<file path="config.mk">
export PLATFORM = sky130hd
export DESIGN_NAME = gbbs_ram
export DESIGN_NICKNAME = d
export VERILOG_FILES = /design/src/hw/rtl/gbbs_ram.sv
export SDC_FILE = /design/constraint.sdc
export NUM_CORES = 1
export LEC_CHECK = 0
export BUFFER_PORTS_ARGS = -buffer_cell sky130_fd_sc_hd__buf_2
export CAP_MARGIN = 10
export CORE_MARGIN = 5
export CORE_UTILIZATION = 42
export CTS_CLUSTER_DIAMETER = 50
export DETAILED_ROUTE_END_ITERATION = 7
export RECOVER_POWER = 50
export SLEW_MARGIN = 40
export SYNTH_ARGS = -nofsm -noshare
export SYNTH_HDL_FRONTEND = slang
export SYNTH_SLANG_ARGS = --single-unit
</file>
<file path="constraint.sdc">
create_clock -name i_clk -period 4.8 [get_ports i_clk]
set_input_delay 0.24 -clock i_clk [delete_from_list [all_inputs] [get_ports i_clk]]
set_output_delay 0.24 -clock i_clk [all_outputs]
set_load 0.01 [all_outputs]
</file>
<file path="src/hw/rtl/gbbs_ram.sv">
// Generic simple dual-port RAM, one write port, one registered read port.
// No dependencies.
`timescale 1ns / 1ps
module gbbs_ram #(
    parameter int WIDTH = 32,
    parameter int DEPTH = 16
) (
    input  logic                                 i_clk,
    input  logic                                 i_we,
    input  logic [(DEPTH > 1 ? $clog2(DEPTH) : 1)-1:0] i_waddr,
    input  logic [WIDTH-1:0]                     i_wdata,
    input  logic [(DEPTH > 1 ? $clog2(DEPTH) : 1)-1:0] i_raddr,
    output logic [WIDTH-1:0]                     o_rdata
);
    logic [WIDTH-1:0] r_mem [DEPTH];
    logic [WIDTH-1:0] r_rdata;

    always_ff @(posedge i_clk) begin
        if (i_we) begin
            r_mem[i_waddr] <= i_wdata;
        end
        r_rdata <= r_mem[i_raddr];
    end

    assign o_rdata = r_rdata;
endmodule

</file>
**Word level (Yosys, flattened, before mapping)**

Memories as Yosys holds them, arrays and structs flattened. A register that Yosys moved wholly into a read port is not among the register bits.
Index checks and enable logic that the tools add are counted.

- Bits in writable memories: 512
- Bits in registers: 0
- Memories: 1
- Input port bits: 42
- Output and inout port bits: 32

- Multiplexer cells: 2

Memories:

| memory | words | bits a word | read ports | clocked after Yosys merged registers in | write ports | RTL line | source |
|---|---|---|---|---|---|---|---|
| r_mem | 16 | 32 | 1 | 1 | 1 | 15 | `logic [WIDTH-1:0] r_mem [DEPTH];` |

Operator list:

| cell | count |
|---|---|
| $mux W1 | 2 |

**Depth between registers and ports, before layout**

Gate-level depths: netlist of the first run.

- Word-level depth: 2
- Gate-level depth with buffers: 5
- Gate-level depth less buffers: 3

**Least setup slack after synthesis of the first run**

No wires, ideal clock.

- Path kind: input port to flip-flop
- Start point: input i_waddr[2] (netlist name)
- End point: memory r_mem[0][0], enable pin
- Stages on the path: 2
- Path slack: 1.380 ns
- Arrival time: 2.958 ns
- Cell sequence: or3b_2 -> nor3_1

RTL lines:

| item | RTL line | source |
|---|---|---|
| from (decl) | 10 | `input logic [(DEPTH > 1 ? $clog2(DEPTH) : 1)-1:0] i_waddr,` |
| to (decl) | 15 |  |

No word-level cell before the write port.

**Worst setup path after layout of the first run**

- Start point: input i_waddr[0] (netlist name)
- End point: memory r_mem[11][11], enable pin

No word-level cell before the write port.

==> results of run 1 <==
## final cells by class
cell class              instances  area (um2)  area share [%]
multi-input cells             251        3710            16.2
flip-flops and latches        544       16000            70.0
repair buffers                100         602            2.63
clock buffers                  71        1520            6.64
clock inverters                31         283            1.24
well taps                     607         759            3.32
## stage by stage
stage               setup WS (ps)  utilization (%)  instance area (um2)  std cells  power (mW)
floorplan                    1380                -                19900        838        5.71
global placement             2250             45.3                21100       1500        5.91
detailed placement           2280             45.3                21100       1501        5.92
CTS                          2890             49.2                22900       1603        10.1
global route                 2500             49.1                22900       1604        10.4
finish                       2630             49.1                22900       1604        10.0
## final timing paths
path | slack, ps | from | endpoint | cells after the start
worst max-delay path | 2630 | i_waddr[0] | r_mem[11][11] | 5
worst min-delay path | 150 | i_wdata[13] | r_mem[9][13] | 1
worst max register to register | 3390 | r_mem[11][20] | o_rdata[20] | 3
worst min register to register | 670 | r_mem[15][8] | o_rdata[8] | 3
## logic make-up after synthesis
| group | after synthesis |
|---|---|
| buffers and inverters | 43 |
| AND/OR/NAND/NOR | 59 |
| multiplexers | 128 |
| AO/OA/AOI/OAI | 64 |
| flip-flops | 544 |
## worst max-delay path, cell delays in order
cell	delay (ps)
clkbuf_1	390
nand2_1	310
nor2_1	910
buf_16	240
buf_4	300
## state kept, by name, summed over array words and instances (netlist names)
signal,flops
r_mem,512
o_rdata,32
## where the power goes
group          internal [mW]  switching, mW  total, mW  leakage, nW
logic                  0.185          0.278      0.463         1.51
clock network           2.49           1.70       4.20        0.871
registers               5.31         0.0334       5.35         4.89
## per-layer routing
| metal | share of wire (%) | up-vias | GRT usage (%) |
|---|---|---|---|
| li1 | - | 3799 | - |
| met1 | 45 | 4830 | 24.5 |
| met2 | 48 | 239 | 26.9 |
| met3 | 5.4 | 64 | 2.73 |
| met4 | 1.5 | 2 | 3.34 |
| met5 | 0.031 | - | 0 |
## cells in the final DEF (no fill, tap or decap), types with 2 or more instances in the layout
cell	synthesis	layout
nor2b_4	0	2
clkinvlp_4	0	5
nand2b_1	2	2
nand2_1	33	33
buf_12	0	2
edfxtp_1	512	512
bufinv_16	0	5
clkbuf_16	0	58
nor3_2	0	3
a22oi_1	64	64
nor2_1	13	6
clkbuf_1	17	43
mux4_2	128	128
clkinv_1	0	11
clkbuf_8	0	4
dfxtp_1	32	32
nand3b_1	2	2
buf_4	11	24
buf_2	4	38
clkinv_2	0	9
nor2_4	0	7
==> flow_metrics.env, run 1 <==
export IMPL_compound_cell_area_share_of_the_yosys_netlist_pct=2.42
export IMPL_core_area_mm2=0.0467
export IMPL_hpwl_mm=22.7
export IMPL_power_per_cell_area_mw_per_mm2=437
export IMPL_synth_seq_area_share_pct=80.7
export IMPL_fin_nets=993
export IMPL_min_delay_path_class="input pin to flop"
export IMPL_synth_edf_count=512
export IMPL_period_share_pct=45.3
export IMPL_syn_mean_instance_area_um2=23.7
export IMPL_drt_iter0_drc=815
export IMPL_buffer_ports_inserted=73
export IMPL_vdd_ir_drop_worst_mv=0.326
export IMPL_timing_final_setup_violations=0
export IMPL_number_of_detailed_route_iterations_in_the_first_pass=5
export IMPL_chipHeight_um=227
export IMPL_die_area_mm2=0.0517
export IMPL_core_rowCount=79
export IMPL_xor_xnor_cell_area_share_of_the_yosys_netlist_pct=0
export IMPL_timing_max_transition_violations_final=0
export IMPL_die_width_um=227
export IMPL_later_pin_clock_latency_in_the_skew_report_ps=580
export IMPL_netlist_top_cells_count="512 x edfxtp_1, 128 x mux4_2, 64 x a22oi_1"
export IMPL_synth_ff_type="edfxtp_1"
export IMPL_cp_data_arrival_time_ps=2420
export IMPL_routedWlPerCell_um=26.5
export IMPL_grt_start_max_net_pins=73
export IMPL_route_detailed_drc=0
export IMPL_synth_top_family_by_area="multiplexers"
export IMPL_drt_total_wl_mm=42.5
export IMPL_mappedNetlistNets=880
export IMPL_ys_warn_count=0
export IMPL_grt_antenna_before_repair=3
export IMPL_fin_hold_ws_ps=147
export IMPL_post_synth_inst_count=838
export IMPL_critPathMaxFanout=14
export IMPL_grt_pass1_wl_mm=62.8
export IMPL_maxCapViolations=0
export IMPL_cts_htree_levels=2
export IMPL_post_cts_setup_buffers=0
export IMPL_ctsLongestPathBuffers=3
export IMPL_status="finished clean"
export IMPL_antenna_violating_nets_post_route=0
export IMPL_syn_area_mm2=0.0199
export IMPL_power_leakage_nw=7.27
export IMPL_max_freq_mhz=460
export IMPL_cts_tree="built"
export IMPL_vias_in_the_first_global_route=9438
export IMPL_layout_drive_gt1_share_pct=29.2
export IMPL_muxShareOfSynthArea_pct=14.5
export IMPL_critical_path_startpoint_type="input pin"
export IMPL_cts_hold_repair_buffers=0
export IMPL_vias=8934
export IMPL_tritoncts_num_buffers=54
export IMPL_start_util_pct=42.6
export IMPL_timing_setup_critical_path_class="input pin to flop"
export IMPL_clk_root_buffer_cell="clkbuf_16"
export IMPL_synth_area_leaders="edfxtp_1 77%, mux4_2 15%, dfxtp_1 3.2%"
export IMPL_period_needed_ps=2170
export IMPL_numClockSinks=544
export IMPL_asyncSetResetFlopFracSynth_pct=0
export IMPL_synth_simple_gate_area_share_pct=1.27
export IMPL_cts_resized=0
export IMPL_tightest_slew_ps=1110
export IMPL_rsz0062_at_grt="false"
export IMPL_yosysTopAreaCell="edfxtp_1"
export IMPL_routabilityCongestion=0.722
export IMPL_clk_pin_slew_worst_paths_ps=60
export IMPL_timing_slew_headroom_pct=25.7
export IMPL_critical_path_required_ps=5050
export IMPL_io_pins=74
export IMPL_post_synth_fa_ha_maj_area_fraction_pct=0
export IMPL_finalClockSkew_ps=8.97
export IMPL_grt_usage_pct=16.6
export IMPL_worst_setup_end_kind="flop"
export IMPL_hold_violations=0
export IMPL_overflow=0
export IMPL_synth_most_common_cell="edfxtp_1"
export IMPL_yosys_register_bits=544
export IMPL_synth_top_cell_area_share_pct=77.4
export IMPL_finalSetupTns_ps=0
export IMPL_areaGrowthSynthToFinish_pct=15.3
export IMPL_avg_vias_per_cell=5.57
export IMPL_fill_cells=3780
export IMPL_antennaDiodeCount=0
export IMPL_ys_types=18
Note: power is estimated with default switching activity, not from simulation.
==> inputs of run 2 (changes only) <==
==> constraint.sdc (replaced) <==
create_clock -name i_clk -period 1.9 [get_ports i_clk]
set_input_delay 0.095 -clock i_clk [delete_from_list [all_inputs] [get_ports i_clk]]
set_output_delay 0.095 -clock i_clk [all_outputs]
set_load 0.01 [all_outputs]
==> flow_metrics.env, run 2 (same netlist as run 1, synthesis figures left out) <==
export IMPL_post_cts_setup_buffers=0
export IMPL_hpwl_mm=21.2
export IMPL_leading_cell_type_in_the_layout_fill_and_taps_excluded="edfxtp_1"
export IMPL_hold_violations=0
export IMPL_die_area_mm2=0.0517
export IMPL_routabilityCongestion=0.705
export IMPL_met3_length_mm=2.21
export IMPL_route_detailed_drc=0
export IMPL_dp_cells=1511
export IMPL_multiInputGateArea_mm2=0.00376
export IMPL_core_rowCount=79
export IMPL_r2r_setup_slack_ps=550
export IMPL_grt_start_max_net_pins=47
export IMPL_hold_startpoint="i_raddr[3]"
export IMPL_ctsLongestPathBuffers=3
export IMPL_start_util_pct=42.6
export IMPL_critPathMaxFanout=23
export IMPL_drt_met1_wl_mm=18.7
export IMPL_utilization_after_layout_pct=50.6
export IMPL_number_of_detailed_route_iterations_in_the_first_pass=5
export IMPL_vdd_ir_drop_worst_mv=0.667
export IMPL_rsz0062_at_grt="false"
export IMPL_grt_antenna_before_repair=3
export IMPL_antenna_violating_nets_post_route=0
export IMPL_period_share_pct=82.2
export IMPL_cp_data_arrival_time_ps=1750
export IMPL_critical_path_startpoint_type="input pin"
export IMPL_layout_drive_gt1_share_pct=28.5
export IMPL_maxCapViolations=0
export IMPL_buffer_ports_inserted=73
export IMPL_finalPower_mw=25.4
export IMPL_critical_path_required_ps=2090
export IMPL_grt_usage_pct=16.3
export IMPL_overflow=0
export IMPL_routedWlPerCell_um=25.2
export IMPL_power_per_cell_area_mw_per_mm2=1080
export IMPL_timing_final_setup_violations=0
export IMPL_status="finished clean"
export IMPL_vias=9068
export IMPL_later_pin_clock_latency_in_the_skew_report_ps=590
export IMPL_final_seq_area_mm2=0.0160
export IMPL_numClockSinks=544
export IMPL_clk_root_buffer_cell="clkbuf_16"
export IMPL_timing_max_transition_violations_final=0
export IMPL_min_delay_path_class="input pin to flop"
export IMPL_die_width_um=227
export IMPL_fill_cells=3704
export IMPL_registers_top_by_ff_count="r_mem"
export IMPL_fin_hold_ws_ps=59.9
export IMPL_tightest_slew_ps=1360
export IMPL_holdPathEnd="o_rdata[27]"
export IMPL_dr_max_layer_used="met5"
export IMPL_critical_path_reg2reg_startpoint="r_mem[3][3]"
export IMPL_power_leakage_nw=7.52
export IMPL_wl_met2_mm=20.1
export IMPL_chipHeight_um=227
export IMPL_drt_total_wl_mm=41.6
export IMPL_cell_depth_of_the_worst_hold_path=4
export IMPL_worst_setup_end_kind="flop"
export IMPL_stdcell_count=1650
export IMPL_number_of_flip_flops_in_the_largest_register=512
export IMPL_max_freq_mhz=640
export IMPL_r2r_cells=3
export IMPL_finalSetupTns_ps=0
export IMPL_drt_iter0_drc=866
export IMPL_vias_in_the_first_global_route=9575
export IMPL_fin_nets=1036
export IMPL_period_needed_ps=1560
export IMPL_timing_slew_headroom_pct=9.24
export IMPL_areaGrowthSynthToFinish_pct=18.8
export IMPL_cts_tree="built"
export IMPL_timing_setup_critical_path_class="input pin to flop"
export IMPL_tritoncts_num_buffers=56
export IMPL_core_area_mm2=0.0467
export IMPL_avg_vias_per_cell=5.50
export IMPL_finalClockSkew_ps=22.3
export IMPL_most_common_layout_cells="512 x edfxtp_1, 128 x mux4_2, 64 x a22oi_1"
export IMPL_cts_htree_levels=2
export IMPL_reg2reg_to="o_rdata[3]"
export IMPL_clk_pin_slew_worst_paths_ps=60
export IMPL_grt_pass1_wl_mm=62.4
export IMPL_io_pins=74
## run 2: changes by cell type in the layout (fill, tap and decap cells not counted), moves of 4 or more
| cell | previous run | this run |
|---|---|---|
| nor2_1 | 6 | 2 |
| buf_4 | 24 | 8 |
| clkbuf_1 | 43 | 50 |
| dlygate4sd3_1 | 0 | 32 |
| clkinv_2 | 9 | 4 |
| nor2_4 | 7 | 11 |
| buf_12 | 2 | 26 |
## run 2: where the power goes
part / leakage, nW / switching [mW] / internal [mW]
clock: 0.871 / 4.30 / 6.30
sequential: 4.89 / 0.0905 / 13.4
combinational: 1.75 / 0.712 / 0.563
total: 7.52 / 5.11 / 20.3
## run 2: critical path, stage by stage
cell and delay [ps]:
clkbuf_1 240, nand2b_1 390, nor2_1 210, clkbuf_2 780
## run 2: what timing repair did
action	in CTS	in global routing
hold buffers	32	0
gates resized for setup	0	0
hold endpoints to repair	512	0
## run 2: final cells by class
type                            instances  share of cell area (%)
Tap cell                              607                    3.22
Timing Repair Buffer                  141                    5.27
Antenna cell                            2                  0.0212
Clock inverter                         29                    1.17
Multi-Input combinational cell        251                    15.9
Clock buffer                           76                    6.48
Sequential cell                       544                    67.9
## run 2: per-stage QoR
stage          instance area (um2)  worst slack [ps]
2_1_floorplan                19900              -503
3_5_place_dp                 21500               220
4_1_cts                      23700               559
6_report                     23600               339
5_1_grt                      23600               249
3_3_place_gp                 21500               239
## run 2: worst max path at each step
stage,from,to,slack [ps],depth (start not counted)
global placement,i_raddr[0],o_rdata[23],240,6
CTS,r_mem[3][3],o_rdata[3],560,3
detailed placement,i_raddr[0],o_rdata[23],220,6
floorplan,i_waddr[2],r_mem[1][0],-500,2
finish,i_waddr[0],r_mem[14][8],340,4
global route,i_waddr[0],r_mem[14][8],250,4
## run 2: layer usage
| layer | GRT usage (%) | vias to the layer above |
|---|---|---|
| li1 | - | 3903 |
| met1 | 24.3 | 4858 |
| met2 | 26.1 | 243 |
| met3 | 2.68 | 62 |
| met4 | 3.53 | 2 |
| met5 | 0 | - |
==> inputs of run 3 (changes only) <==
==> constraint.sdc (replaced) <==
create_clock -name i_clk -period 1.39 [get_ports i_clk]
set_input_delay 0.0695 -clock i_clk [delete_from_list [all_inputs] [get_ports i_clk]]
set_output_delay 0.0695 -clock i_clk [all_outputs]
set_load 0.01 [all_outputs]
==> flow_metrics.env, run 3 (same netlist as run 1, synthesis figures left out) <==
export IMPL_status="finished clean"
export IMPL_numClockSinks=544
export IMPL_fin_nets=1085
export IMPL_cp_top_family="buffers and inverters"
export IMPL_drt_total_wl_mm=43.0
export IMPL_vdd_ir_drop_worst_mv=0.907
export IMPL_worst_path_largest_cell_delay_ps=540
export IMPL_power_leakage_nw=7.83
export IMPL_timing_final_setup_violations=0
export IMPL_dp_cells=1559
export IMPL_io_pins=74
export IMPL_maxCapViolations=0
export IMPL_areaGrowthSynthToFinish_pct=21.6
export IMPL_overflow=0
export IMPL_grt_start_max_net_pins=33
export IMPL_clk_pin_slew_worst_paths_ps=60
export IMPL_routabilityCongestion=0.697
export IMPL_route_detailed_drc=0
export IMPL_worst_path_max_delay_cell="dlygate4sd3_1"
export IMPL_chipHeight_um=227
export IMPL_later_pin_clock_latency_in_the_skew_report_ps=600
export IMPL_critical_path_startpoint_type="input pin"
export IMPL_tritoncts_num_buffers=55
export IMPL_hpwl_mm=24.2
export IMPL_period_share_pct=93.4
export IMPL_start_util_pct=42.6
export IMPL_finalClockSkew_ps=13.5
export IMPL_hold_violations=0
export IMPL_routedWlPerCell_um=25.4
export IMPL_number_of_detailed_route_iterations_in_the_first_pass=4
export IMPL_registers_top_by_ff_count="r_mem"
export IMPL_vias_in_the_first_global_route=9743
export IMPL_post_cts_setup_buffers=0
export IMPL_timing_max_transition_violations_final=0
export IMPL_timing_critical_path_cells="dlygate4sd3_1 -> buf_6 -> buf_12 -> buf_12 -> mux4_2 -> a22oi_1 -> nand2_1"
export IMPL_vias=9308
export IMPL_cts_htree_levels=2
export IMPL_antenna_violating_nets_post_route=0
export IMPL_critical_path_required_ps=1860
export IMPL_drt_iter0_drc=869
export IMPL_clk_root_buffer_cell="clkbuf_16"
export IMPL_critical_path_most_common_cell="buf_12"
export IMPL_min_delay_path_class="input pin to flop"
export IMPL_core_rowCount=79
export IMPL_rsz0062_at_grt="false"
export IMPL_die_area_mm2=0.0517
export IMPL_cp_data_arrival_time_ps=1760
export IMPL_buffer_ports_inserted=73
export IMPL_multiInputGateArea_mm2=0.00378
export IMPL_timing_setup_critical_path_class="input pin to flop"
export IMPL_fin_hold_ws_ps=87.7
export IMPL_grt_usage_pct=16.9
export IMPL_timing_slew_headroom_pct=36.8
export IMPL_critical_path_buf_inv_count=4
export IMPL_layout_drive_gt1_share_pct=32.6
export IMPL_final_seq_area_mm2=0.0160
export IMPL_core_area_mm2=0.0467
export IMPL_grt_antenna_before_repair=2
export IMPL_period_needed_ps=1300
export IMPL_cts_tree="built"
export IMPL_worst_setup_end_kind="flop"
export IMPL_most_common_layout_cells="512 x edfxtp_1, 128 x mux4_2, 63 x a22oi_1"
export IMPL_number_of_flip_flops_in_the_largest_register=512
export IMPL_stdcell_count=1697
export IMPL_leading_cell_type_in_the_layout_fill_and_taps_excluded="edfxtp_1"
export IMPL_dpl_cell_area_mm2=0.0221
export IMPL_max_freq_mhz=771
export IMPL_critPathMaxFanout=14
export IMPL_grt_pass1_wl_mm=64.1
export IMPL_ctsLongestPathBuffers=3
export IMPL_avg_vias_per_cell=5.48
export IMPL_tightest_slew_ps=947
export IMPL_fill_cells=3643
export IMPL_stdcell_area_mm2=0.0241
export IMPL_die_width_um=227
export IMPL_power_per_cell_area_mw_per_mm2=1450
==> run 3: final timing paths <==
| kind | start | end | slack, ps | cells past startpoint |
|---|---|---|---|---|
| worst max-delay path | i_raddr[1] | o_rdata[1] | 90 | 7 |
| worst min-delay path | i_raddr[3] | o_rdata[7] | 90 | 4 |
| worst max register to register | r_mem[3][1] | o_rdata[1] | 100 | 3 |
| worst min register to register | r_mem[15][5] | o_rdata[5] | 670 | 3 |
==> run 3: stage by stage <==
step           power (mW)  setup TNS [ps]  setup slack (ps)  utilization (%)
6_report             35.0               0              92.4             51.8
3_3_place_gp         20.6          -18090              -368             47.2
4_1_cts              35.3               0              73.7             52.0
2_1_floorplan        19.7          -44070              -389                -
5_1_grt              36.1               0              29.2             51.8
3_5_place_dp         20.7          -15350              -230             47.3
==> run 3: repair_timing <==
item,4_1_cts,5_1_grt
hold buffers,34,0
endpoints found under the hold margin,518,0
resized for setup,0,1
setup endpoints to repair,0,1
==> run 3: metal layers <==
layer	wire (um)	part of all wire, %	up-vias	global-route usage (%)
li1	-	-	3989	-
met1	19400	45	4997	25.1
met2	20600	48	264	26.4
met3	2290	5.3	56	3.11
met4	754	1.8	2	4.34
met5	7	0.016	-	0
==> run 3: where the power goes <==
| part | leakage (nW) | internal (mW) | switching, mW | total (mW) |
|---|---|---|---|---|
| Combinational | 2.05 | 0.862 | 1.01 | 1.88 |
| Clock | 0.894 | 8.70 | 5.91 | 14.6 |
| Sequential | 4.89 | 18.3 | 0.125 | 18.5 |
==> run 3: cell type report <==
cell class	instances	area share [%]
clock inverters	22	0.979
repair buffers	191	7.29
diodes	1	0.0104
clock buffers	81	6.61
multi-input cells	251	15.6
flip-flops and latches	544	66.3
well taps	607	3.15
==> run 3: worst reg2reg max path: stages (launching register included) <==
cell and delay [ps]:
edfxtp_1 360, mux4_2 470, a22oi_1 260, nand2_1 80
