==> src/hw/rtl/gbbs_pkg.sv <==
// Shared types and codes for the greedy breadth buffer sharing block.
// No dependencies; used by every other file under hw/rtl except gbbs_ram.
`timescale 1ns / 1ps
package gbbs_pkg;

    localparam int SIZE_W = 32;
    localparam int USE_W  = 16;
    localparam int ID_W   = 10;
    localparam int STAT_W = 3;

    localparam logic [STAT_W-1:0] ST_REUSED  = 3'd0;
    localparam logic [STAT_W-1:0] ST_NEW     = 3'd1;
    localparam logic [STAT_W-1:0] ST_PLACED  = 3'd2;
    localparam logic [STAT_W-1:0] ST_NO_SLOT = 3'd3;
    localparam logic [STAT_W-1:0] ST_IV_FULL = 3'd4;
    localparam logic [STAT_W-1:0] ST_CLEARED = 3'd5;

    localparam logic CMD_PLACE = 1'b0;
    localparam logic CMD_CLEAR = 1'b1;

    // broadcast from the controller to every chunk cell
    typedef struct packed {
        logic              clr;       // empty the chunk
        logic              scan_clr;  // start a new overlap scan
        logic              scan_rd;   // interval read issued this cycle
        logic              wr;        // commit the item to the addressed cell
        logic [USE_W-1:0]  first;
        logic [USE_W-1:0]  last;
        logic [SIZE_W-1:0] size;
    } t_cell_cmd;

    // best-so-far token handed from cell to cell
    typedef struct packed {
        logic              have;
        logic [SIZE_W-1:0] bsize;
    } t_link;

endpackage

==> src/hw/rtl/gbbs_ram.sv <==
// Generic simple dual-port RAM, one write port, one registered read port.
// No dependencies.
`timescale 1ns / 1ps
module gbbs_ram #(
    parameter int WIDTH = 32,
    parameter int DEPTH = 16
) (
    input  logic                                 i_clk,
    input  logic                                 i_we,
    input  logic [(DEPTH > 1 ? $clog2(DEPTH) : 1)-1:0] i_waddr,
    input  logic [WIDTH-1:0]                     i_wdata,
    input  logic [(DEPTH > 1 ? $clog2(DEPTH) : 1)-1:0] i_raddr,
    output logic [WIDTH-1:0]                     o_rdata
);
    logic [WIDTH-1:0] r_mem [DEPTH];
    logic [WIDTH-1:0] r_rdata;

    always_ff @(posedge i_clk) begin
        if (i_we) begin
            r_mem[i_waddr] <= i_wdata;
        end
        r_rdata <= r_mem[i_raddr];
    end

    assign o_rdata = r_rdata;
endmodule

==> src/hw/rtl/gbbs_cell.sv <==
// One chunk cell: size, interval count, interval RAM, overlap flag, chain stage.
// Depends on gbbs_pkg and gbbs_ram.
`timescale 1ns / 1ps
module gbbs_cell #(
    parameter int IDX           = 0,
    parameter int MAX_CHUNKS    = 16,
    parameter int MAX_INTERVALS = 16
) (
    input  logic                 i_clk,
    input  logic                 i_rst_n,
    input  gbbs_pkg::t_cell_cmd  i_cmd,
    input  logic [(MAX_CHUNKS > 1 ? $clog2(MAX_CHUNKS) : 1)-1:0] i_wr_idx,
    input  logic [(MAX_INTERVALS > 1 ? $clog2(MAX_INTERVALS) : 1)-1:0] i_rd_addr,
    input  gbbs_pkg::t_link      i_link,
    input  logic [(MAX_CHUNKS > 1 ? $clog2(MAX_CHUNKS) : 1)-1:0] i_best_idx,
    input  logic [$clog2(MAX_INTERVALS+1)-1:0] i_best_cnt,
    output gbbs_pkg::t_link      o_link,
    output logic [(MAX_CHUNKS > 1 ? $clog2(MAX_CHUNKS) : 1)-1:0] o_best_idx,
    output logic [$clog2(MAX_INTERVALS+1)-1:0] o_best_cnt
);
    localparam int CIW = MAX_CHUNKS > 1 ? $clog2(MAX_CHUNKS) : 1;
    localparam int IW  = MAX_INTERVALS > 1 ? $clog2(MAX_INTERVALS) : 1;
    localparam int CW  = $clog2(MAX_INTERVALS + 1);

    logic [gbbs_pkg::SIZE_W-1:0] r_size;
    logic [CW-1:0]               r_cnt;
    logic                        r_ovl;
    logic                        r_acc;
    logic [IW-1:0]               r_kd;
    logic                        r_have;
    logic [gbbs_pkg::SIZE_W-1:0] r_bsize;
    logic [CIW-1:0]              r_best_idx;
    logic [CW-1:0]               r_best_cnt;

    logic [2*gbbs_pkg::USE_W-1:0] w_rdata;
    logic                         w_sel;
    logic                         w_hit;
    logic                         w_better;
    logic                         w_cand;

    gbbs_ram #(.WIDTH(2*gbbs_pkg::USE_W), .DEPTH(MAX_INTERVALS)) u_iv (
        .i_clk  (i_clk),
        .i_we   (w_sel),
        .i_waddr(r_cnt[IW-1:0]),
        .i_wdata({i_cmd.first, i_cmd.last}),
        .i_raddr(i_rd_addr),
        .o_rdata(w_rdata)
    );

    assign w_sel = i_cmd.wr && (i_wr_idx == CIW'(IDX));
    assign w_hit = (i_cmd.first <= w_rdata[gbbs_pkg::USE_W-1:0])
                && (w_rdata[2*gbbs_pkg::USE_W-1:gbbs_pkg::USE_W] <= i_cmd.last);

    // smallest fitting chunk, else largest; earlier cell keeps ties
    always_comb begin
        if (i_link.bsize < i_cmd.size) begin
            w_better = r_size > i_link.bsize;
        end else begin
            w_better = (r_size >= i_cmd.size) && (r_size < i_link.bsize);
        end
    end
    assign w_cand = (r_cnt != '0) && !r_ovl && (!i_link.have || w_better);

    always_ff @(posedge i_clk) begin
        if (!i_rst_n) begin
            r_cnt  <= '0;
            r_size <= '0;
            r_acc  <= 1'b0;
            r_ovl  <= 1'b0;
            r_have <= 1'b0;
        end else begin
            r_acc <= i_cmd.scan_rd;
            if (i_cmd.clr) begin
                r_cnt  <= '0;
                r_size <= '0;
            end else if (w_sel) begin
                r_cnt <= r_cnt + 1'b1;
                if (r_size < i_cmd.size) begin
                    r_size <= i_cmd.size;
                end
            end
            if (i_cmd.scan_clr) begin
                r_ovl <= 1'b0;
            end else if (r_acc && (CW'(r_kd) < r_cnt) && w_hit) begin
                r_ovl <= 1'b1;
            end
            r_have <= i_link.have || w_cand;
        end
    end

    always_ff @(posedge i_clk) begin
        r_kd       <= i_rd_addr;
        r_bsize    <= w_cand ? r_size : i_link.bsize;
        r_best_idx <= w_cand ? CIW'(IDX) : i_best_idx;
        r_best_cnt <= w_cand ? r_cnt : i_best_cnt;
    end

    assign o_link     = '{have: r_have, bsize: r_bsize};
    assign o_best_idx = r_best_idx;
    assign o_best_cnt = r_best_cnt;
endmodule

==> config.mk <==
export PLATFORM = sky130hd
export DESIGN_NAME = gbbs_cell
export DESIGN_NICKNAME = d
export VERILOG_FILES = /design/src/hw/rtl/gbbs_pkg.sv /design/src/hw/rtl/gbbs_ram.sv /design/src/hw/rtl/gbbs_cell.sv
export SDC_FILE = /design/constraint.sdc
export NUM_CORES = 1
export LEC_CHECK = 0
export BUFFER_PORTS_ARGS = -buffer_cell sky130_fd_sc_hd__buf_2
export CORE_UTILIZATION = 60
export CTS_BUF_LIST = sky130_fd_sc_hd__clkbuf_8
export DETAILED_ROUTE_END_ITERATION = 12
export PLACE_DENSITY = 0.84
export SYNTH_ARGS = -nofsm -noshare
export SYNTH_HDL_FRONTEND = slang
export SYNTH_SLANG_ARGS = --single-unit
==> constraint.sdc <==
create_clock -name i_clk -period 5.4 [get_ports i_clk]
set_input_delay 1.08 -clock i_clk [delete_from_list [all_inputs] [get_ports i_clk]]
set_output_delay 1.08 -clock i_clk [all_outputs]
set_load 0.01 [all_outputs]
; Word level (Yosys, flattened, before mapping)
; Memory sizes are Yosys's and may differ from the RTL's. A register that Yosys moved wholly into a read port is not among the register bits.
; Index checks and enable logic that the tools add are counted.
[word_totals]
latch_bits = 0
elab_cells = 41
reg_bits = 85
mem_count = 1
mem_bits_ro = 0
ram_bits = 512
inputBits = 120
output_inout_bits = 42
[op_classes]
bitwise_logic = 1
n_mul = 0
shifts = 0
mux = 5
eq_ne = 0
order_cmp = 8
div_mod_pow = 0
n_reduce_logical = 16
add_sub_neg = 1
[mem_list]
columns = memory, depth, word_bits, rd, rd_clocked_by_memory_dff, wr, line
row1 = u_iv.r_mem, 16, 32, 1, 1, 1, gbbs_ram.sv:15  ; logic [WIDTH-1:0] r_mem [DEPTH];
[op_table]
columns = cell, n
row1 = $lt 32x32->1, 3
row2 = $ge 32x32->1, 1
row3 = $gt 32x32->1, 1
row4 = $le 16x16->1, 2
row5 = $mux 32, 1
row6 = $logic_and 1x1->1, 7
row7 = $add 5x1->5 const B, 1
row8 = $lt 4x5->1, 1
row9 = $mux 5, 1
row10 = $reduce_bool 5->1, 1
row11 = $logic_not 4->1, 1
row12 = $reduce_or 2->1, 2
row13 = $mux 1, 3
row14 = $logic_not 1->1, 2
row15 = $logic_or 1x1->1, 2
row16 = $reduce_and 2->1, 1
row17 = $not 1->1, 1

; Depth between registers and ports, before layout
; Gate-level depths: netlist of run 1.
[depth]
word_depth = 6
ltp_mapped = 12

; By module
; Synthesis of run 1 repeated with hierarchy kept, for this count alone.
[unflattened]
hier_cells = 1502
hier_area_um2 = 25912.4
[by_module_without_submodules]
columns = mod, area_per_inst_um2, instances, cells_each, seq_area_each_um2
row1 = gbbs_ram, 19854.0, 1, 838, 16015.4
row2 = gbbs_cell, 6058.3, 1, 664, 1701.6

; Least setup slack after synthesis of run 1
; OpenSTA, ideal clock, no wires.
[synth_timing]
path_kind = input-to-reg
startpoint = input i_wr_idx[1] (netlist bit)
endpoint = memory u_iv.r_mem[3][0], enable pin
t_arrival_ns = 4.117
required_time_ns = 4.939
path_stages = 5
setup_ns = 0.461
path_slack_ns = 0.822
cell_sequence = nor4_1 and2_1 clkbuf_1 nand2_1 nor3_1
[synth_via]
elab_chain_cells = 4
[synth_lines]
columns = item, line
row1 = "start, declared", gbbs_cell.sv:12  ; input logic [(MAX_CHUNKS > 1 ? $clog2(MAX_CHUNKS) : 1)-1:0] i_wr_idx,
row2 = $logic_not 4->1, gbbs_cell.sv:50  ; assign w_sel = i_cmd.wr && (i_wr_idx == CIW'(IDX));
row3 = $logic_and 1x1->1, gbbs_cell.sv:50
row4 = $mux 1, gbbs_ram.sv:19  ; if (i_we) begin
row5 = $mux 1 (implied by the code), gbbs_ram.sv:20  ; r_mem[i_waddr] <= i_wdata;
row6 = "end, declared", gbbs_ram.sv:15
; Every way passes these cells.

; Worst setup path after layout of run 1
[layout_timing]
startpoint = input i_cmd[6] (netlist bit)
endpoint = register r_bsize[11] (netlist bit)
[layout_via]
elab_chain_cells = 6
[layout_lines]
columns = item, line
row1 = "start, declared", gbbs_cell.sv:11  ; input gbbs_pkg::t_cell_cmd i_cmd,
row2 = $ge 32x32->1, gbbs_cell.sv:59  ; w_better = (r_size >= i_cmd.size) && (r_size < i_link.bsize);
row3 = $logic_and 1x1->1, gbbs_cell.sv:59
row4 = $mux 1 *, gbbs_cell.sv:56  ; if (i_link.bsize < i_cmd.size) begin
row5 = $logic_or 1x1->1 *, gbbs_cell.sv:62  ; assign w_cand = (r_cnt != '0) && !r_ovl && (!i_link.have || w_better);
row6 = $logic_and 1x1->1 *, gbbs_cell.sv:62
row7 = $mux 32 *, gbbs_cell.sv:93  ; r_bsize <= w_cand ? r_size : i_link.bsize;
row8 = "end signal, assigned", gbbs_cell.sv:93
row9 = "end, declared", gbbs_cell.sv:31  ; logic [gbbs_pkg::SIZE_W-1:0] r_bsize;
; Mark *: on every way between the ends. The rest lies on a longest branch, timed or not.
; A chain may end at the register's enable or synchronous reset.

==> impl_metrics.json, run 1 <==
{
  "postRouteAntennaNets": 0,
  "synthDominantCellAreaShare_pct": 59.3,
  "hpwlAfterDp_um": 37400,
  "seq_area_frac_synth_pct": 68.3,
  "wirelength_um": 59200,
  "viasPerCell": 6.16,
  "grt.overflow.total": 0,
  "hold_path_class": "reg -> reg",
  "h-tree-depth": 3,
  "crit_chain": "buf_2 > inv_1 > ha_1 > and2_0 > a221o_1 > a221oi_2 > a31oi_1 > a2111oi_4 > a211oi_2 > o21ai_4 > buf_4 > mux2_2",
  "critPathRequiredTime_ns": 5.96,
  "numCtsBuffers": 95,
  "ios": 162,
  "endpoint": "r_bsize[11]",
  "ys_top_cells_by_area": "edfxtp_1 (59%), mux4_2 (14%), dfxtp_1 (9.0%)",
  "num_rows": 75,
  "layout-drive-gt1-share_pct": 30.0,
  "tns_ns": 0,
  "synth_cell_types": 51,
  "synth_compound_area_share_pct": 2.96,
  "utilization_pct": 69.6,
  "cp_top_family": "compound AO/OA/AOI/OAI gates",
  "gp_congestion": 0.917,
  "drv_slew": 0,
  "synth_top_family_by_area": "multiplexers",
  "grt_pass1_wl_um": 88600,
  "synth_enable_flop_cells": 512,
  "fp.dieW_um": 210,
  "clock-skew-final_ns": 0.0347,
  "drv_cap": 0,
  "synthXorXnorAreaFrac_pct": 0.135,
  "syn2layout_area_growth_pct": 13.5,
  "dp_cells": 2151,
  "first_global_vias": 14500,
  "start_util_pct": 61.3,
  "syn_avg_cell_area_um2": 18.1,
  "total_power_mw": 9.65,
  "r2r_setup_slack_ns": 1.62,
  "drt_first_iter_violations": 1440,
  "port_buffers": 161,
  "worst_pin_slew_ns": 1.21,
  "p_leak_nw": 10.8,
  "synth_fa_ha_area_share_pct": 6.46,
  "worst-endpoint-arrival_ns": 4.48,
  "vias": 14300,
  "crit_cells": 12,
  "clock-sinks": 629,
  "fp.dieH_um": 210,
  "core_area_um2": 42300,
  "setup_slack_ns": 1.49,
  "worstSetupPathType": "in -> reg",
  "synthTopCellsByCount": "edfxtp_1 (512), mux4_2 (160), ha_1 (134)",
  "min_period_ns": 3.91,
  "routedWlPerCell_um": 25.4,
  "path_clk_slew_ns": 0.06,
  "ys.flop_type": "edfxtp_1",
  "final_cells": 2328,
  "synthSimpleGateAreaFrac_pct": 3.10,
  "nets": 1925,
  "cts_buffer_depth": 3,
  "crit_start": "i_cmd[6]",
  "rr_startpoint": "r_size[6]",
  "syn_area_um2": 25900,
  "dp_slack_ns": 0.813,
  "rsz0062_at_grt": "false",
  "p_per_area_nw_per_um2": 328,
  "peakVddDrop_uv": 285,
  "antenna_found_initial": 3,
  "muxShareOfSynthArea_pct": 16.6,
  "reg2regPathDepth": 10,
  "async_flop_share_pct": 0,
  "cp_num_buf_inv": 3,
  "synth.most_common_cell": "edfxtp_1",
  "cp_slowest_stage_delay_ns": 0.64,
  "synth_top_area_cell": "edfxtp_1",
  "setup_viol": 0,
  "clkLatencyLatePin_ns": 0.71,
  "post-route-period-util_pct": 72.5,
  "ys_ff_latch": 629,
  "route.detailed.drc": 0,
  "max_freq_mhz": 256,
  "dieArea_um2": 44100,
  "cts_root_buffer": "clkbuf_8",
  "dr.pass1.iters": 5,
  "track_usage_pct": 27.7,
  "endpoint_kind": "flip-flop",
  "cts_tree": "built",
  "whs_path_depth": 1,
  "syn-num-nets": 1687,
  "path_max_fanout": 27,
  "hold_viol": 0,
  "crit_slowest_cell": "o21ai_4",
  "status": "completed",
  "synth_warnings": 0,
  "reg2reg_to": "r_bsize[11]",
  "synthCells": 1433,
  "holdBufCountCts": 0,
  "grt_max_degree": 52,
  "cp-start-kind": "primary input",
  "cts_resized": 0,
  "postCtsSetupBuffers": 0,
  "slew_headroom_pct": 19.0
}
power breakdown:
part	total (mW)	leakage, nW	internal, mW	switching [mW]
sequential	5.31	5.57	5.28	0.0246
clock	3.74	1.07	1.91	1.83
combinational	0.598	4.18	0.266	0.332
worst min path at each step:
| stage | from | to | slack [ns] |
|---|---|---|---|
| after CTS | r_size[0] | r_bsize[0] | 0.48 |
| after detailed placement | r_size[0] | r_bsize[0] | 0.45 |
| after global placement | r_size[0] | r_bsize[0] | 0.45 |
| after global routing | r_size[0] | r_bsize[0] | 0.49 |
| final | r_size[0] | r_bsize[0] | 0.48 |
| after floorplan | r_size[0] | r_bsize[0] | 0.43 |
final cells by class:
class                      instances  area (µm²)
antenna                            2        5.00
clock buffer                     112        1540
clock inverter                    63         319
fill                            2573       12900
inverter                         102         383
multi-input combinational        651        7700
sequential                       629       17700
tap                              577         722
timing repair buffer             192        1060
layer usage:
metal / GRT usage [%] / part of all wire, %
met1: 38.5 / 40
met2: 43.9 / 48
met4: 10.2 / 2.9
met3: 5.99 / 9.1
met5: 0 / 0.046
through the flow:
stage          hold slack [ns]  instance area (µm²)
2_1_floorplan            0.434                25900
3_3_place_gp             0.447                27600
3_5_place_dp             0.453                27600
4_1_cts                  0.480                29400
5_1_grt                  0.491                29400
6_report                 0.480                29500
placed cells by master (no fill, tap or decap), types with 4 or more instances in the layout:
cell type,instances
a21oi_1,40
buf_2,159
mux4_2,160
and2_1,7
a21o_1,12
nor3_1,6
inv_1,133
nor3_2,4
o211ai_1,4
nor2b_1,7
mux2i_1,32
o21a_1,7
nor2_4,12
buf_4,31
clkinv_2,6
nor2_1,58
clkinv_1,19
dfxtp_1,117
nand2_1,36
mux2_1,11
nand4_1,18
mux2_2,23
a211oi_1,5
nand3_1,11
edfxtp_1,512
o21ai_0,22
ha_1,134
clkbuf_8,113
xnor2_1,4
registers in the layout (all words and copies together), names as in the netlist:
name          cells
r_bsize          32
r_ovl             1
r_size           32
r_acc             1
r_have            1
r_kd              4
u_iv.o_rdata     32
o_best_cnt        5
o_best_idx        4
u_iv.r_mem      512
r_cnt             5
cells by family after synthesis:
logic type,count (synthesis)
and+or+nand+nor,174
buffers and inverters,153
DFF,629
xor gates and xnor gates,4
adders and majority gates,134
muxes,226
AOI/OAI and AO/OA,113
No activity file was read; power rests on OpenSTA's default activity.
==> inputs of run 2 (changes only) <==
--- a/config.mk
+++ b/config.mk
@@ -6,7 +6,7 @@
 export NUM_CORES = 1
 export LEC_CHECK = 0
 export BUFFER_PORTS_ARGS = -buffer_cell sky130_fd_sc_hd__buf_2
-export CORE_UTILIZATION = 60
+export CORE_UTILIZATION = 57
 export CTS_BUF_LIST = sky130_fd_sc_hd__clkbuf_8
 export DETAILED_ROUTE_END_ITERATION = 12
 export PLACE_DENSITY = 0.84
==> constraint.sdc (replaced) <==
create_clock -name i_clk -period 3.2 [get_ports i_clk]
set_input_delay 0.64 -clock i_clk [delete_from_list [all_inputs] [get_ports i_clk]]
set_output_delay 0.64 -clock i_clk [all_outputs]
set_load 0.01 [all_outputs]
==> run 2 against run 1 <==
Clock power up 72%; count of clock-buffer cells in the layout shrank 2; critical path depth decreased by 2; combinational power rose by 81%; non-clock buffer count rose by 48; clock skew is 0.010 ns lower; sequential power increased by 69%; final cell count rose by 2.7%; critical endpoint is now r_bsize[19].
==> impl_metrics.json, run 2 (synthesis gave the netlist of run 1 again) <==
{
  "worst-endpoint-arrival_ns": 3.61,
  "hold_path_class": "in -> reg",
  "dp_cells": 2214,
  "cp_slowest_stage_delay_ns": 0.41,
  "drv_slew": 0,
  "cp_num_buf_inv": 1,
  "p_per_area_nw_per_um2": 546,
  "track_usage_pct": 26.7,
  "dieArea_um2": 46400,
  "core_area_um2": 44500,
  "final_cell_mix": "edfxtp_1 (512), mux4_2 (160), buf_2 (159)",
  "hold_viol": 0,
  "crit_slowest_cell": "dfxtp_1",
  "holdBufCountCts": 0,
  "antenna_found_initial": 3,
  "crit_chain": "ha_1 > a21o_1 > a221o_1 > a221oi_2 > a31oi_1 > a2111oi_4 > a211oi_2 > o21ai_4 > buf_12 > mux2_2",
  "path_max_fanout": 23,
  "fp.dieW_um": 215,
  "hpwlAfterDp_um": 36900,
  "grt.overflow.total": 0,
  "path_clk_slew_ns": 0.06,
  "rsz0062_at_grt": "false",
  "start_util_pct": 58.3,
  "postRouteAntennaNets": 0,
  "clock-sinks": 629,
  "cp-start-kind": "flip-flop",
  "grt_pass1_wl_um": 91100,
  "final_cells": 2392,
  "final_common_cell": "edfxtp_1",
  "h-tree-depth": 3,
  "peakVddDrop_uv": 464,
  "viasPerCell": 6.04,
  "clkLatencyLatePin_ns": 0.68,
  "cp_top_family": "compound AO/OA/AOI/OAI gates",
  "slew_headroom_pct": 54.7,
  "grt_max_degree": 38,
  "status": "completed",
  "endpoint_kind": "flip-flop",
  "port_buffers": 161,
  "first_global_vias": 15000,
  "cts_tree": "built",
  "num_rows": 77,
  "use_met3_pct": 5.21,
  "drv_cap": 0,
  "cts_buffer_depth": 3,
  "ios": 162,
  "vias": 14500,
  "critPathRequiredTime_ns": 3.75,
  "max_freq_mhz": 327,
  "drt_first_iter_violations": 1351,
  "wirelength_um": 60300,
  "syn2layout_area_growth_pct": 16.4,
  "postCtsSetupBuffers": 0,
  "routedWlPerCell_um": 25.2,
  "route.detailed.drc": 0,
  "nets": 1973,
  "post-route-period-util_pct": 95.4,
  "dr.pass1.iters": 6,
  "met2_usage_pct": 45.0,
  "fill_cells": 2808,
  "worst_pin_slew_ns": 0.679,
  "grt_use_met1_pct": 35.2,
  "gp_congestion": 0.888,
  "top_register": "u_iv.r_mem",
  "utilization_pct": 67.9,
  "fp.dieH_um": 215,
  "min_period_ns": 3.05,
  "clock-skew-final_ns": 0.0243,
  "numCtsBuffers": 95,
  "cts_root_buffer": "clkbuf_8",
  "setup_viol": 0,
  "largest_register_ffs": 512,
  "layout-drive-gt1-share_pct": 32.4,
  "p_leak_nw": 11.1,
  "worstSetupPathType": "reg -> reg",
  "busiest_layer": "met2"
}
## run 2: cell count changes in the layout (fill, tap and decap cells not counted), moves of 2 or more
cell / previous run / this run
buf_12: 1 / 26
buf_4: 31 / 54
bufinv_16: 0 / 3
clkbuf_8: 113 / 111
clkinv_1: 19 / 12
clkinv_2: 6 / 16
clkinv_8: 2 / 0
nor3_2: 4 / 0
nor3_4: 0 / 4
## run 2: worst paths after layout
check / start / endpoint / slack, ns / depth (start not counted)
setup reg to reg: r_size[5] / r_bsize[19] / 0.15 / 10
hold / removal: i_cmd[66] / r_ovl / 0.13 / 2
hold reg to reg: r_size[0] / r_bsize[0] / 0.46 / 1
setup / recovery: r_size[5] / r_bsize[19] / 0.15 / 10
## run 2: repair_timing
item / 4_1_cts / 5_1_grt
hold endpoints to repair: 0 / 0
resized for setup: 0 / 1
endpoints found under the setup margin: 0 / 1
## run 2: final cells by class
| cell class | instances | area, µm² | share of cell area (%) |
|---|---|---|---|
| sequential | 629 | 17700 | 58.7 |
| timing repair buffer | 240 | 1740 | 5.75 |
| multi-input combinational | 651 | 7730 | 25.6 |
| antenna | 1 | 2.50 | 0.00828 |
| tap | 592 | 741 | 2.45 |
| clock inverter | 67 | 383 | 1.27 |
| clock buffer | 110 | 1510 | 5.01 |
| inverter | 102 | 383 | 1.27 |
## run 2: power breakdown
group          leakage (nW)  internal (mW)  total, mW  switching (mW)
Combinational          4.48          0.498       1.08           0.578
Sequential             5.57           8.92       8.96          0.0469
Clock                  1.10           3.40       6.45            3.05
Total                  11.1           12.8       16.5            3.67
## run 2: worst register-to-register path, delay by kind of cell, from the launching register on
kind	cells	cell delay [ns]
DFF	1	0.41
buffers and inverters	1	0.22
AOI/OAI and AO/OA	7	1.64
adders and majority gates	1	0.28
muxes	1	0.37
## run 2: stage by stage
stage | power [mW] | setup TNS (ns) | area [µm²] | hold slack (ns) | setup WS, ns
floorplan | 9.71 | -12.38 | 26000 | 0.434 | -0.0982
global placement | 10.1 | -9.26 | 28300 | 0.441 | -0.201
detailed placement | 10.2 | -12.42 | 28300 | 0.454 | -0.247
CTS | 16.6 | 0 | 30200 | 0.0868 | 0.121
global route | 17.0 | 0 | 30200 | 0.109 | 0.0152
finish | 16.5 | 0 | 30200 | 0.131 | 0.146
## run 2: metal layers
metal / up-vias / wire [µm] / share of wire (%)
met2: 670 / 30500 / 51
met4: 4 / 1530 / 2.5
met3: 122 / 4510 / 7.5
met5: - / 22 / 0.036
met1: 7390 / 23800 / 39
li1: 6265 / - / -
==> inputs of run 3 (changes only) <==
--- a/config.mk
+++ b/config.mk
@@ -9,7 +9,7 @@
 export CORE_UTILIZATION = 57
 export CTS_BUF_LIST = sky130_fd_sc_hd__clkbuf_8
 export DETAILED_ROUTE_END_ITERATION = 12
-export PLACE_DENSITY = 0.84
+export PLACE_DENSITY = 0.82
 export SYNTH_ARGS = -nofsm -noshare
 export SYNTH_HDL_FRONTEND = slang
 export SYNTH_SLANG_ARGS = --single-unit
==> run 3 against run 2 <==
Sequential cell count unchanged; fmax increased by 1.3%; utilization decreased by 0.28 points; clock skew increased by 0.0092 ns; die area unchanged; design area decreased by 0.41%; non-clock buffer count decreased by 2; global-route usage decreased by 0.11 points; register-to-register slack improved by 0.04 ns; sequential share of layout area increased by 0.24 points; final cell count about the same; via count decreased by 1.0%; highest routed layer unchanged.
==> impl_metrics.json, run 3 (synthesis gave the netlist of run 1 again) <==
{
  "status": "completed",
  "grt_max_degree": 46,
  "dp_cells": 2212,
  "start_util_pct": 58.3,
  "min_period_ns": 3.01,
  "path_max_fanout": 10,
  "cp_num_buf_inv": 1,
  "setup_viol": 0,
  "setup_slack_ns": 0.187,
  "layout-drive-gt1-share_pct": 31.4,
  "critPathRequiredTime_ns": 3.75,
  "worst_pin_slew_ns": 0.683,
  "final_cells": 2391,
  "syn2layout_area_growth_pct": 15.9,
  "routedWlPerCell_um": 24.9,
  "final_common_cell": "edfxtp_1",
  "clock-sinks": 629,
  "top_register": "u_iv.r_mem",
  "cts_buffer_depth": 3,
  "cp_top_family": "compound AO/OA/AOI/OAI gates",
  "fill_cells": 2825,
  "antenna_found_initial": 5,
  "dpl_cell_area_um2": 28200,
  "fp.dieW_um": 215,
  "hpwlAfterDp_um": 38000,
  "p_per_area_nw_per_um2": 547,
  "endpoint_kind": "flip-flop",
  "cp-start-kind": "flip-flop",
  "dieArea_um2": 46400,
  "slew_headroom_pct": 54.4,
  "rsz0062_at_grt": "false",
  "route.detailed.drc": 0,
  "dr.pass1.iters": 5,
  "dp_slack_ns": -0.229,
  "hold_path_class": "in -> reg",
  "track_usage_pct": 26.5,
  "holdBufCountCts": 0,
  "wirelength_um": 59600,
  "path_clk_slew_ns": 0.06,
  "hold_viol": 0,
  "drv_cap": 0,
  "total_power_mw": 16.5,
  "drv_slew": 0,
  "cts_root_buffer": "clkbuf_8",
  "clock-skew-final_ns": 0.0335,
  "clkLatencyLatePin_ns": 0.69,
  "worstSetupPathType": "reg -> reg",
  "h-tree-depth": 3,
  "worst-endpoint-arrival_ns": 3.56,
  "fp.dieH_um": 215,
  "final_cell_mix": "edfxtp_1 (512), mux4_2 (160), buf_2 (159)",
  "viasPerCell": 5.98,
  "max_freq_mhz": 332,
  "utilization_pct": 67.6,
  "cp_slowest_stage_delay_ns": 0.39,
  "post-route-period-util_pct": 94.2,
  "largest_register_ffs": 512,
  "final_area_um2": 30100,
  "cts_resized": 0,
  "r2r_setup_slack_ns": 0.19,
  "ios": 162,
  "gp_congestion": 0.932,
  "grt.overflow.total": 0,
  "peakVddDrop_uv": 408,
  "port_buffers": 161,
  "drt_first_iter_violations": 1319,
  "grt_pass1_wl_um": 89900,
  "vias": 14300,
  "crit_chain": "ha_1 > nand4_1 > nor3_1 > o2111ai_1 > a31oi_1 > a2111oi_4 > a211oi_2 > o21ai_4 > buf_4 > mux2_1",
  "core_area_um2": 44500,
  "first_global_vias": 15000,
  "postCtsSetupBuffers": 0,
  "numCtsBuffers": 96,
  "num_rows": 77,
  "crit_slowest_cell": "nor3_1",
  "cts_tree": "built",
  "seq_area_um2": 17700,
  "multi_input_area_um2": 7730,
  "nets": 1972,
  "postRouteAntennaNets": 0,
  "p_leak_nw": 11.1
}
## run 3: changes by cell type in the layout (fill, tap and decap cells not counted), sizes merged
cell / delta
clkbuf: -3
clkinv: -8
diode: +1
inv: +12
clkinvlp: -2
bufinv: +1
buf: -2
## run 3: final timing paths
path                              endpoint  cells past startpoint       start
worst max-delay path            r_bsize[0]                     10  r_size[13]
worst min-delay path                 r_ovl                      2   i_cmd[66]
worst max register to register  r_bsize[0]                     10  r_size[13]
worst min register to register  r_bsize[0]                      1   r_size[0]
## run 3: stage by stage
stage	TNS, ns	hold WS (ns)
3_3_place_gp	-7.19	0.443
2_1_floorplan	-12.38	0.434
3_5_place_dp	-10.70	0.477
6_report	0	0.120
4_1_cts	0	0.0747
5_1_grt	0	0.0975
## run 3: layer usage
metal / vias to the layer above / wire (µm) / global-route usage (%)
met5: - / 35 / 0
met4: 6 / 1520 / 9.79
met3: 100 / 5360 / 6.51
met2: 683 / 29600 / 43.7
met1: 7246 / 23100 / 34.4
li1: 6269 / - / -
## run 3: final cells by class
cell class                      instances  area share (%)
Tap cell                              592            2.46
Timing Repair Buffer                  238            5.39
Clock inverter                         70            1.37
Inverter                              102            1.27
Antenna cell                            2          0.0166
Sequential cell                       629            58.9
Multi-Input combinational cell        651            25.7
Clock buffer                          107            4.90
## run 3: power by group
| group | internal (mW) | switching (mW) |
|---|---|---|
| clock | 3.40 | 3.04 |
| sequential | 8.92 | 0.0461 |
| combinational | 0.484 | 0.564 |
